## config.mk

```make
export PLATFORM = sky130hd
export DESIGN_NAME = battery_gauge_min_max_percent
export DESIGN_NICKNAME = d
export VERILOG_FILES = /design/src/bgmm_pkg.sv /design/src/battery_gauge_min_max_percent.sv /design/src/bgmm_div.sv
export SDC_FILE = /design/constraint.sdc
export NUM_CORES = 1
export LEC_CHECK = 0
export ABC_AREA = 0
export BUFFER_PORTS_ARGS = -buffer_cell sky130_fd_sc_hd__buf_4
export CAP_MARGIN = 20
export CORE_AREA = 2 2 261 263
export CTS_CLUSTER_DIAMETER = 120
export CTS_CLUSTER_SIZE = 14
export DETAILED_ROUTE_END_ITERATION = 10
export DIE_AREA = 0 0 263 265
export GPL_ROUTABILITY_DRIVEN = 0
export PLACE_DENSITY = 0.56
export SLEW_MARGIN = 0
export SYNTH_ARGS = -nofsm -noshare
export SYNTH_HDL_FRONTEND = slang
export SYNTH_HIERARCHICAL = 1
export SYNTH_SLANG_ARGS = --single-unit
```

## constraint.sdc

```tcl
create_clock -name clock -period 12.25 [get_ports clock]
set_clock_uncertainty 0.1 [all_clocks]
set_input_delay 0.6125 -clock clock [delete_from_list [all_inputs] [get_ports clock]]
set_output_delay 0.6125 -clock clock [all_outputs]
set_load 0.005 [all_outputs]
```

## src/bgmm_pkg.sv

```systemverilog
`timescale 1ns / 1ps

package bgmm_pkg;

   localparam int ADC_W     = 12;
   localparam int MV_W      = 16;
   localparam int PCT_W     = 7;
   localparam int CSR_W     = 16;
   localparam int CSR_IDX_W = 1;

   localparam int DIV_N_W   = 22;
   localparam int DIV_D_W   = 16;
   localparam int DIV_CNT_W = $clog2(DIV_N_W);

   // mv = 805 * (avg * 10) / 1000 = 161 * avg / 20, as a reciprocal product scaled by 2^17
   localparam int                    MV_RECIP_W = 21;
   localparam logic [MV_RECIP_W-1:0] MV_RECIP   = MV_RECIP_W'(1055130);
   localparam int                    MV_SHIFT   = 17;
   localparam logic [6:0]         PCT_SCALE   = 7'd100;
   localparam logic [PCT_W-1:0]   PCT_FULL    = PCT_W'(100);

   localparam logic [CSR_W-1:0]   LOG_DELTA_RESET = CSR_W'(100);
   localparam logic [CSR_W-1:0]   MIN_SPAN_RESET  = CSR_W'(2500);

   localparam logic [CSR_IDX_W-1:0] CSR_LOG_DELTA = 1'b0;
   localparam logic [CSR_IDX_W-1:0] CSR_MIN_SPAN  = 1'b1;

   typedef enum logic [2:0] {
      ST_IDLE,
      ST_AVG,
      ST_MV,
      ST_UPD,
      ST_PCT,
      ST_OUT
   } state_type;

   typedef struct packed {
      logic               start;
      logic [DIV_N_W-1:0] dividend;
      logic [DIV_D_W-1:0] divisor;
   } div_req_type;

   typedef struct packed {
      logic               done;
      logic [DIV_N_W-1:0] quotient;
   } div_rsp_type;

endpackage

```

## src/battery_gauge_min_max_percent.sv

```systemverilog
`timescale 1ns / 1ps

// a request that does not close a batch only adds its sample to the sum; the sequencer stays idle
// a batch-closing request holds the request side through the average and
// millivolt steps by reciprocal product, the 22-step divider for the percent
// and the output step; its result is registered in the output step
// the output step waits while an earlier result is still stalled
// synchronous active-high reset clears the batch and the learned range and restores the csr values to their defaults

module battery_gauge_min_max_percent #(
   parameter int SAMPLES = 8
) (
   input  logic                           clock,
   input  logic                           reset,
   input  logic                           req_valid,
   output logic                           req_stall,
   input  logic [bgmm_pkg::ADC_W-1:0]     req_adc_sample,
   output logic                           rsp_valid,
   input  logic                           rsp_stall,
   output logic [bgmm_pkg::MV_W-1:0]      rsp_millivolts,
   output logic [bgmm_pkg::PCT_W-1:0]     rsp_charge_percent,
   output logic [bgmm_pkg::MV_W-1:0]      rsp_lowest_mv,
   output logic [bgmm_pkg::MV_W-1:0]      rsp_highest_mv,
   output logic                           rsp_log_event,
   input  logic                           csr_we,
   input  logic [bgmm_pkg::CSR_IDX_W-1:0] csr_index,
   input  logic [bgmm_pkg::CSR_W-1:0]     csr_wdata
);
   import bgmm_pkg::*;

   localparam int     CNT_W     = (SAMPLES > 1) ? $clog2(SAMPLES) : 1;
   localparam int     SUM_W     = ADC_W + CNT_W;
   localparam int     PROD_W    = 2 * SUM_W + 1;
   localparam int     AVG_SHIFT = SUM_W + $clog2(SAMPLES);
   localparam longint AVG_RECIP = ((longint'(1) << AVG_SHIFT) + SAMPLES - 1) / SAMPLES;
   localparam int     MVP_W     = ADC_W + MV_RECIP_W;

   state_type         state_ff, state_in;
   logic [CNT_W-1:0]  count_ff, count_in;
   logic [SUM_W-1:0]  sum_ff, sum_in;
   logic [SUM_W-1:0]  sum_next;
   logic [ADC_W-1:0]  avg_ff, avg_in;
   logic [MV_W-1:0]   mv_ff, mv_in;
   logic [MV_W-1:0]   low_ff, low_in;
   logic [MV_W-1:0]   high_ff, high_in;
   logic              seen_ff, seen_in;
   logic [MV_W-1:0]   last_ff, last_in;
   logic              log_ff, log_in;
   logic              small_ff, small_in;
   logic [PCT_W-1:0]  pct_ff, pct_in;
   logic [CSR_W-1:0]  log_delta_ff, log_delta_in;
   logic [CSR_W-1:0]  min_span_ff, min_span_in;

   logic              rsp_valid_ff, rsp_valid_in;
   logic [MV_W-1:0]   rsp_mv_ff, rsp_mv_in;
   logic [PCT_W-1:0]  rsp_pct_ff, rsp_pct_in;
   logic [MV_W-1:0]   rsp_low_ff, rsp_low_in;
   logic [MV_W-1:0]   rsp_high_ff, rsp_high_in;
   logic              rsp_log_ff, rsp_log_in;

   logic [MV_W-1:0]   low_new, high_new, span, delta;
   logic [PROD_W-1:0] avg_prod;
   logic [MVP_W-1:0]  mv_prod;
   logic              req_take, rsp_free;

   div_req_type       div_req;
   div_rsp_type       div_rsp;

   bgmm_div u_div (
      .clock   (clock),
      .reset   (reset),
      .div_req (div_req),
      .div_rsp (div_rsp)
   );

   assign req_take = req_valid && (state_ff == ST_IDLE);
   assign rsp_free = !rsp_valid_ff || !rsp_stall;
   assign sum_next = sum_ff + SUM_W'(req_adc_sample);
   assign avg_prod = PROD_W'(sum_ff) * PROD_W'(AVG_RECIP);
   assign mv_prod  = MVP_W'(avg_ff) * MVP_W'(MV_RECIP);

   always_comb begin
      low_new  = (!seen_ff || (mv_ff < low_ff)) ? mv_ff : low_ff;
      high_new = (!seen_ff || (mv_ff > high_ff)) ? mv_ff : high_ff;
      span     = high_new - low_new;
      delta    = (mv_ff >= last_ff) ? (mv_ff - last_ff) : (last_ff - mv_ff);
   end

   always_comb begin
      state_in     = state_ff;
      count_in     = count_ff;
      sum_in       = sum_ff;
      avg_in       = avg_ff;
      mv_in        = mv_ff;
      low_in       = low_ff;
      high_in      = high_ff;
      seen_in      = seen_ff;
      last_in      = last_ff;
      log_in       = log_ff;
      small_in     = small_ff;
      pct_in       = pct_ff;
      rsp_valid_in = rsp_valid_ff && rsp_stall;
      rsp_mv_in    = rsp_mv_ff;
      rsp_pct_in   = rsp_pct_ff;
      rsp_low_in   = rsp_low_ff;
      rsp_high_in  = rsp_high_ff;
      rsp_log_in   = rsp_log_ff;
      div_req      = '0;
      unique case (state_ff)
         ST_IDLE: begin
            if (req_take) begin
               sum_in = sum_next;
               if (count_ff == CNT_W'(SAMPLES - 1)) begin
                  count_in = '0;
                  state_in = ST_AVG;
               end else begin
                  count_in = count_ff + 1'b1;
               end
            end
         end
         ST_AVG: begin
            avg_in   = avg_prod[AVG_SHIFT +: ADC_W];
            sum_in   = '0;
            state_in = ST_MV;
         end
         ST_MV: begin
            mv_in    = mv_prod[MV_SHIFT +: MV_W];
            state_in = ST_UPD;
         end
         ST_UPD: begin
            low_in           = low_new;
            high_in          = high_new;
            seen_in          = 1'b1;
            small_in         = span < min_span_ff;
            log_in           = delta > log_delta_ff;
            if (delta > log_delta_ff) begin
               last_in = mv_ff;
            end
            div_req.start    = 1'b1;
            div_req.dividend = DIV_N_W'(mv_ff - low_new) * DIV_N_W'(PCT_SCALE);
            div_req.divisor  = DIV_D_W'(span) + DIV_D_W'(1);
            state_in         = ST_PCT;
         end
         ST_PCT: begin
            if (div_rsp.done) begin
               pct_in   = small_ff ? PCT_FULL : div_rsp.quotient[PCT_W-1:0];
               state_in = ST_OUT;
            end
         end
         ST_OUT: begin
            if (rsp_free) begin
               rsp_valid_in = 1'b1;
               rsp_mv_in    = mv_ff;
               rsp_pct_in   = pct_ff;
               rsp_low_in   = low_ff;
               rsp_high_in  = high_ff;
               rsp_log_in   = log_ff;
               state_in     = ST_IDLE;
            end
         end
         default: begin
            state_in = ST_IDLE;
         end
      endcase
   end

   always_comb begin
      log_delta_in = log_delta_ff;
      min_span_in  = min_span_ff;
      if (csr_we) begin
         unique case (csr_index)
            CSR_LOG_DELTA: log_delta_in = csr_wdata;
            CSR_MIN_SPAN:  min_span_in  = csr_wdata;
            default: begin
            end
         endcase
      end
   end

   always_ff @(posedge clock) begin
      if (reset) begin
         state_ff     <= ST_IDLE;
         count_ff     <= '0;
         sum_ff       <= '0;
         seen_ff      <= 1'b0;
         last_ff      <= '0;
         rsp_valid_ff <= 1'b0;
         log_delta_ff <= LOG_DELTA_RESET;
         min_span_ff  <= MIN_SPAN_RESET;
      end else begin
         state_ff     <= state_in;
         count_ff     <= count_in;
         sum_ff       <= sum_in;
         seen_ff      <= seen_in;
         last_ff      <= last_in;
         rsp_valid_ff <= rsp_valid_in;
         log_delta_ff <= log_delta_in;
         min_span_ff  <= min_span_in;
      end
      avg_ff      <= avg_in;
      mv_ff       <= mv_in;
      low_ff      <= low_in;
      high_ff     <= high_in;
      log_ff      <= log_in;
      small_ff    <= small_in;
      pct_ff      <= pct_in;
      rsp_mv_ff   <= rsp_mv_in;
      rsp_pct_ff  <= rsp_pct_in;
      rsp_low_ff  <= rsp_low_in;
      rsp_high_ff <= rsp_high_in;
      rsp_log_ff  <= rsp_log_in;
   end

   assign req_stall          = !(state_ff == ST_IDLE);
   assign rsp_valid          = rsp_valid_ff;
   assign rsp_millivolts     = rsp_mv_ff;
   assign rsp_charge_percent = rsp_pct_ff;
   assign rsp_lowest_mv      = rsp_low_ff;
   assign rsp_highest_mv     = rsp_high_ff;
   assign rsp_log_event      = rsp_log_ff;

`ifndef SYNTHESIS
   a_range_order: assert property (@(posedge clock) disable iff (reset)
      rsp_valid_ff |-> (rsp_low_ff <= rsp_high_ff) && (rsp_low_ff <= rsp_mv_ff)
                       && (rsp_mv_ff <= rsp_high_ff))
      else $error("result range out of order");

   a_pct_limit: assert property (@(posedge clock) disable iff (reset)
      rsp_valid_ff |-> (rsp_pct_ff <= PCT_FULL))
      else $error("percent above full");

   a_div_done_wait: assert property (@(posedge clock) disable iff (reset)
      div_rsp.done |-> (state_ff == ST_PCT))
      else $error("divider finished outside a wait step");

   a_open_batch: assert property (@(posedge clock) disable iff (reset)
      req_take && (count_ff != CNT_W'(SAMPLES - 1)) |=> (state_ff == ST_IDLE))
      else $error("sequencer left idle on an open batch");
`endif

endmodule

```

## src/bgmm_div.sv

```systemverilog
`timescale 1ns / 1ps

module bgmm_div (
   input  logic                 clock,
   input  logic                 reset,
   input  bgmm_pkg::div_req_type div_req,
   output bgmm_pkg::div_rsp_type div_rsp
);
   import bgmm_pkg::*;

   logic                 busy_ff, busy_in;
   logic                 done_ff, done_in;
   logic [DIV_CNT_W-1:0] cnt_ff, cnt_in;
   logic [DIV_N_W-1:0]   quo_ff, quo_in;
   logic [DIV_D_W-1:0]   rem_ff, rem_in;
   logic [DIV_D_W-1:0]   den_ff, den_in;
   logic [DIV_D_W:0]     trial;
   logic [DIV_D_W:0]     diff;
   logic                 fits;

   // one quotient bit per cycle, restoring
   always_comb begin
      trial   = {rem_ff, quo_ff[DIV_N_W-1]};
      diff    = trial - {1'b0, den_ff};
      fits    = trial >= {1'b0, den_ff};
      busy_in = busy_ff;
      done_in = 1'b0;
      cnt_in  = cnt_ff;
      quo_in  = quo_ff;
      rem_in  = rem_ff;
      den_in  = den_ff;
      if (div_req.start) begin
         busy_in = 1'b1;
         cnt_in  = '0;
         quo_in  = div_req.dividend;
         rem_in  = '0;
         den_in  = div_req.divisor;
      end else if (busy_ff) begin
         quo_in = {quo_ff[DIV_N_W-2:0], fits};
         rem_in = fits ? diff[DIV_D_W-1:0] : trial[DIV_D_W-1:0];
         cnt_in = cnt_ff + 1'b1;
         if (cnt_ff == DIV_CNT_W'(DIV_N_W - 1)) begin
            busy_in = 1'b0;
            done_in = 1'b1;
         end
      end
   end

   always_ff @(posedge clock) begin
      if (reset) begin
         busy_ff <= 1'b0;
         done_ff <= 1'b0;
      end else begin
         busy_ff <= busy_in;
         done_ff <= done_in;
      end
      cnt_ff <= cnt_in;
      quo_ff <= quo_in;
      rem_ff <= rem_in;
      den_ff <= den_in;
   end

   assign div_rsp.done     = done_ff;
   assign div_rsp.quotient = quo_ff;

endmodule
```

==> After elaboration in Yosys (flattened, before gate mapping) <==
Index checks and enable logic that the tools add are counted.
{ "totals": {"in_bits": 34, "reg_bits": 257, "output_inout_bits": 58, "wordCells": 98} }
{ "classes": {"eq_ne": 11, "order_cmp": 6, "n_mul": 2, "n_bitwise": 2, "reduce_logical": 21, "mux": 21, "n_addsub": 9} }
{ "op_table": {"columns": ["op", "count"], "rows": [
  ["$mux W16", 4],
  ["$sub A16 B16 Y16", 4],
  ["$mux W22", 2],
  ["$mux W39", 1],
  ["$gt A16 B16 Y1", 2],
  ["$lt A16 B16 Y1", 2],
  ["$mul A12 B20 Y32 const B", 1],
  ["$pmux W15 S2", 1],
  ["$mul A22 B5 Y20 const B", 1],
  ["$pmux W3 S6", 1],
  ["$ge A17 B16 Y1", 1],
  ["$sub A16 B16 Y17", 1],
  ["$add A16 B1 Y16 const B", 1],
  ["$ge A16 B16 Y1", 1],
  ["$add A15 B12 Y15", 1],
  ["$mux W15", 1],
  ["$mux W3", 5],
  ["$reduce_and A2 Y1", 7],
  ["$eq A3 B3 Y1 const B", 3],
  ["$eq A3 B2 Y1 const B", 2],
  ["$mux W1", 6],
  ["$add A5 B1 Y5 const B", 1],
  ["$eq A5 B5 Y1 const B", 1],
  ["$logic_not A1 Y1", 4],
  ["11 further kinds", 18]
]} }

==> Longest topological paths before layout <==
{ "depth": {"ltp_word": 7, "ltp_mapped": 41, "mapped_depth_nobuf": 37} }

==> By module <==
Netlist, hierarchy kept.
{ "by_module_without_submodules": {"columns": ["mod", "cells_each", "seq_area_each_um2", "area_per_inst_um2", "instances"], "rows": [
  ["battery_gauge_min_max_percent", 1811, 5175.0, 16463.3, 1],
  ["bgmm_div", 322, 1601.5, 3463.3, 1]
]} }

==> Least setup slack after synthesis <==
OpenSTA, ideal clock, no wires.
{ "synth_path": {"path_type": "flip-flop to flip-flop", "start": "register low_ff[8]", "end": "register u_div.quo_ff[21] (data pin)", "required_time_ns": 11.890, "setup_slack_ns": 2.852, "path_buffers": 4, "period_less_slack_ns": 9.398, "arrival_time_ns": 9.038, "stages_incl_launch_ff": 39, "setup_ns": 0.260, "cell_sequence": "edfxtp_1 clkbuf_1 inv_1 ha_1 nand4_1 or4_1 o32a_1 a21oi_4 buf_6 clkbuf_1 clkbuf_1 nor2_1 a21oi_1 ha_1 a21o_1 a21o_1 a21oi_1 o21ai_1 [3 not listed] o311ai_1 nor2_1 a211o_1 a21o_1 xor2_1 ha_1 ha_1 inv_1 fa_1 inv_1 ha_1 nand2_1 or4b_2 and3_1 a311oi_1 xnor2_1 nor2_1 mux2_2"} }
{ "synth_lines": {"columns": ["element", "line_no", "source"], "rows": [
  ["start, declared", "battery_gauge_min_max_percent.sv:44", "logic [MV_W-1:0] low_ff, low_in;"],
  ["start signal, assigned", "battery_gauge_min_max_percent.sv:202", "low_ff <= low_in;"],
  ["end signal, assigned", "bgmm_div.sv:58", "quo_ff <= quo_in;"],
  ["end, declared", "bgmm_div.sv:14", "logic [DIV_N_W-1:0] quo_ff, quo_in;"]
]} }

==> summary.txt <==
Synth
  – Top_reg_cell synth: edfxtp_1
  – Yosys reg bits: between 200 and 300
  – Post-synth EDFFs: roughly 160
  – Mapped Cells: roughly 2100
  – Netlist cell types: 94
  – Yosys top cell area share: 24.6%
  – Mapped Avg Cell Area: 9.34 µm²
  – Post-Syn Area: between 15000 and 20000 µm²
  – Post-synth ARST share: 0%
  – Synth warn: 6
  – Synth top area cells: edfxtp_1 (25%), ha_1 (17%), dfxtp_1 (9.4%)
  – Area leader, netlist: edfxtp_1
  – Post-synthesis sequential area ratio: approximately a third

Placed design
  – DP HPWL: approximately 42 mm
  – Placement Setup Slack: roughly 2.7 ns
  – Placed cell count: between 3000 and 4000
  – IO Port Bufs: about 90

Global route
  – Initial antenna violation count: 2
  – All-Layer GR Usage: between 10% and 20%
  – Pin count of the biggest net entering global routing: between 60 and 70
  – First-pass GRT wire length: between 80 and 90 mm
  – Number of global-route vias before repair: 15275
  – GRT overflow: 0

Final layout
  – Fillers: roughly 6900
  – Fin util: between 30% and 40%
  – FF+latch area: just under 7000 µm²
  – Area Overhead vs Synth: 11.1%
  – Fin nets: ~2600
  – Multi-input logic area: 11700 µm²
  – Layout Cells excl Fill: ~3000
  – Layout cell share with drive strength beyond 1: 8.56%
  – Ant diodes: 0

CTS
  – Hold buffers post-CTS: 0
  – Max clock buf depth: 3
  – CTS resizes: 0
  – Clk pin slew, worst setup/hold paths: roughly 0.070 ns
  – Setup Buffers After CTS: 0
  – # clock sinks: 257
  – Clk_lat worst skew: around 0.56 ns
  – Clk Tree Root Cell: clkbuf_16
  – CTS tree: yes
  – CTS HTree Levels: 1
  – Total CTS buffers: 22

Setup path
  – Crit path launch type: flop
  – CP Class: reg2reg
  – Buffers plus inverters on the worst setup path: 3
  – CP endpoint kind: flop
  – Flop2flop setup slack: roughly 2.7 ns
  – CP top delay family: compound AO/OA/AOI/OAI gates
  – CP most frequent cell: ha_1
  – Worst path max stage delay: about 0.63 ns
  – CP max-delay cell: or4b_2
  – Critical Path AT: around 10 ns
  – Crit Path Max Fanout: 38
  – Worst Path Required: 12.45 ns

Detailed routing
  – Vias per cell: 4.97
  – Routed vias: between 15000 and 20000
  – Met2 Routed Length: about 25 mm
  – WL per Instance: 17.1 µm
  – WL final: 52.7 mm
  – DRC viols: 0
  – Met1 wire length: between 20 and 25 mm
  – Initial DRC count: 1029
  – Post-route ant nets: 0
  – Detailed Routing Iterations Pass 1: 5
  – DR WL met3: about 2.2 mm
  – Max layer used: met5

Power and ir drop
  – Power density over cell area: just under 80 nW/µm²
  – LEAKAGE: approximately 10 nW
  – Peak VDD IR: around 110 µV
  – Sw Ratio: a little under a quarter
  – Net load switching power: 0.412 mW
  – Clock share of power: between 30% and 40%
  – Total Power: around 1.8 mW
  – Power share of the combinational group: between 6 and 7%
  – Int Power: between 1 and 1.5 mW
  – Sequential power share: 53.8%

Floorplan
  – Die Width: 263 µm
  – Ports: 92
  – Full die area: 69700 µm²
  – Total core area: 66800 µm²
  – DIE HEIGHT: 265 µm
  – Starting Density: between 20% and 30%
  – Rows: 95

STA
  – Worst Slack Setup Final: about 2.7 ns
  – Achievable frequency: 104 MHz
  – Actual slew at the worst max-slew pin: slightly below 1 ns
  – Final cycle utilization of the critical path: a little under 80%
  – Slew Viols, Final: 0
  – Setup violations, final: 0
  – Hold Vio Cnt, Final: 0
  – Slew headroom: 34.7%
  – RSZ-0062 raised after global routing: false
  – Minimum clock period: between 9 and 10 ns
  – Final TNS setup: 0 ns

Flow run
  – Max Cap Viol: 0

Min path
  – Worst hold path class: in2reg

Status
  – Status: finished, final reports clean
## flip-flops by register name, summed over array words and instances, names as in the netlist, 5 cells and up
| signal | count |
|---|---|
| low_ff | 16 |
| sum_ff | 15 |
| log_delta_ff | 16 |
| u_div/quo_ff | 22 |
| rsp_lowest_mv | 16 |
| mv_ff | 16 |
| u_div/den_ff | 16 |
| min_span_ff | 16 |
| u_div/cnt_ff | 5 |
| rsp_millivolts | 16 |
| high_ff | 16 |
| avg_ff | 12 |
| pct_ff | 7 |
| rsp_charge_percent | 7 |
| rsp_highest_mv | 16 |
| last_ff | 16 |
| u_div/rem_ff | 16 |
## synth_stat cells, types with 13 or more instances
master / n
clkbuf_1: 52
mux2_2: 26
a21o_1: 42
nor2b_1: 27
and2_1: 14
a21boi_0: 16
xor2_1: 31
mux2i_1: 30
nand4_1: 20
nor2_1: 144
and3_1: 13
inv_1: 305
xnor2_1: 67
or3_1: 18
o21ai_0: 87
dfxtp_1: 94
nand2_1: 186
fa_1: 57
edfxtp_1: 163
a21oi_1: 150
o211ai_1: 22
nor3_1: 31
a31oi_1: 13
ha_1: 271
nand3_1: 49
o21a_1: 16
## worst register-to-register path, delay by kind of cell (launching register included)
kind	cells	cell delay (ns)
AO/OA/AOI/OAI	12	3.37
XOR/XNOR	2	0.32
adder cells (fa/ha/maj)	6	2.14
buffers and inverters	3	0.53
flip-flops	1	0.53
multiplexers	1	0.27
AND/OR/NAND/NOR	9	2.09
## power groups by stage
stage / Combinational (mW) / Sequential [mW] / Clock, mW
after global routing: 0.137 / 0.945 / 0.744
after CTS: 0.120 / 0.943 / 0.716
after floorplan: 0.0924 / 0.957 / 0
final: 0.120 / 0.943 / 0.691
after global placement: 0.116 / 0.962 / 0
after detailed placement: 0.120 / 0.962 / 0
## cell usage in the layout, fill, tap and decap left out, types with 57 or more instances in the layout
cell | netlist | final
xnor2_1 | 67 | 67
dfxtp_1 | 94 | 94
edfxtp_1 | 163 | 163
nand2_1 | 186 | 186
nor2_1 | 144 | 144
o21ai_0 | 87 | 87
ha_1 | 271 | 271
fa_1 | 57 | 57
inv_1 | 305 | 304
a21oi_1 | 150 | 149
buf_4 | 3 | 102
## cell type report
type,instances,share of cell area (%)
flip-flops and latches,257,30.6
repair buffers,103,3.51
multi-input cells,1505,52.8
clock inverters,1,0.0283
well taps,873,4.93
inverters,306,5.19
clock buffers,37,2.93
## path summary, 6_finish.rpt
| kind | startpoint | cells past startpoint | to |
|---|---|---|---|
| setup / recovery | mv_ff[14] | 33 | u_div/quo_ff[21] |
| hold / removal | csr_wdata[7] | 3 | min_span_ff[7] |
| setup reg to reg | mv_ff[14] | 33 | u_div/quo_ff[21] |
| hold reg to reg | high_ff[12] | 0 | rsp_highest_mv[12] |
## routing by layer
| layer | up-vias | global-route usage (%) |
|---|---|---|
| met5 | - | 0 |
| met4 | 2 | 4.46 |
| met3 | 74 | 1.77 |
| met2 | 347 | 25.9 |
| met1 | 7321 | 19.2 |
| li1 | 7566 | - |
## metrics by stage
stage	hold slack (ns)	instance area (µm²)
after detailed placement	0.307	21500
after floorplan	0.300	19900
after global routing	0.220	22100
final	0.217	22100
after CTS	0.188	22100
after global placement	0.304	21500
## kinds of logic (layout without fill, tap and decap cells)
group,after synthesis,in the layout,synth area share [%]
simple gates,561,561,13.4
fa+ha+maj,329,329,22.8
other cells,1,2,0.0188
buf+inv,372,447,7.47
mux,57,57,3.09
compound gates,458,458,15.0
flops,257,257,34.0
xor+xnor,98,98,4.31
Note: power is estimated with default switching activity, not from simulation.
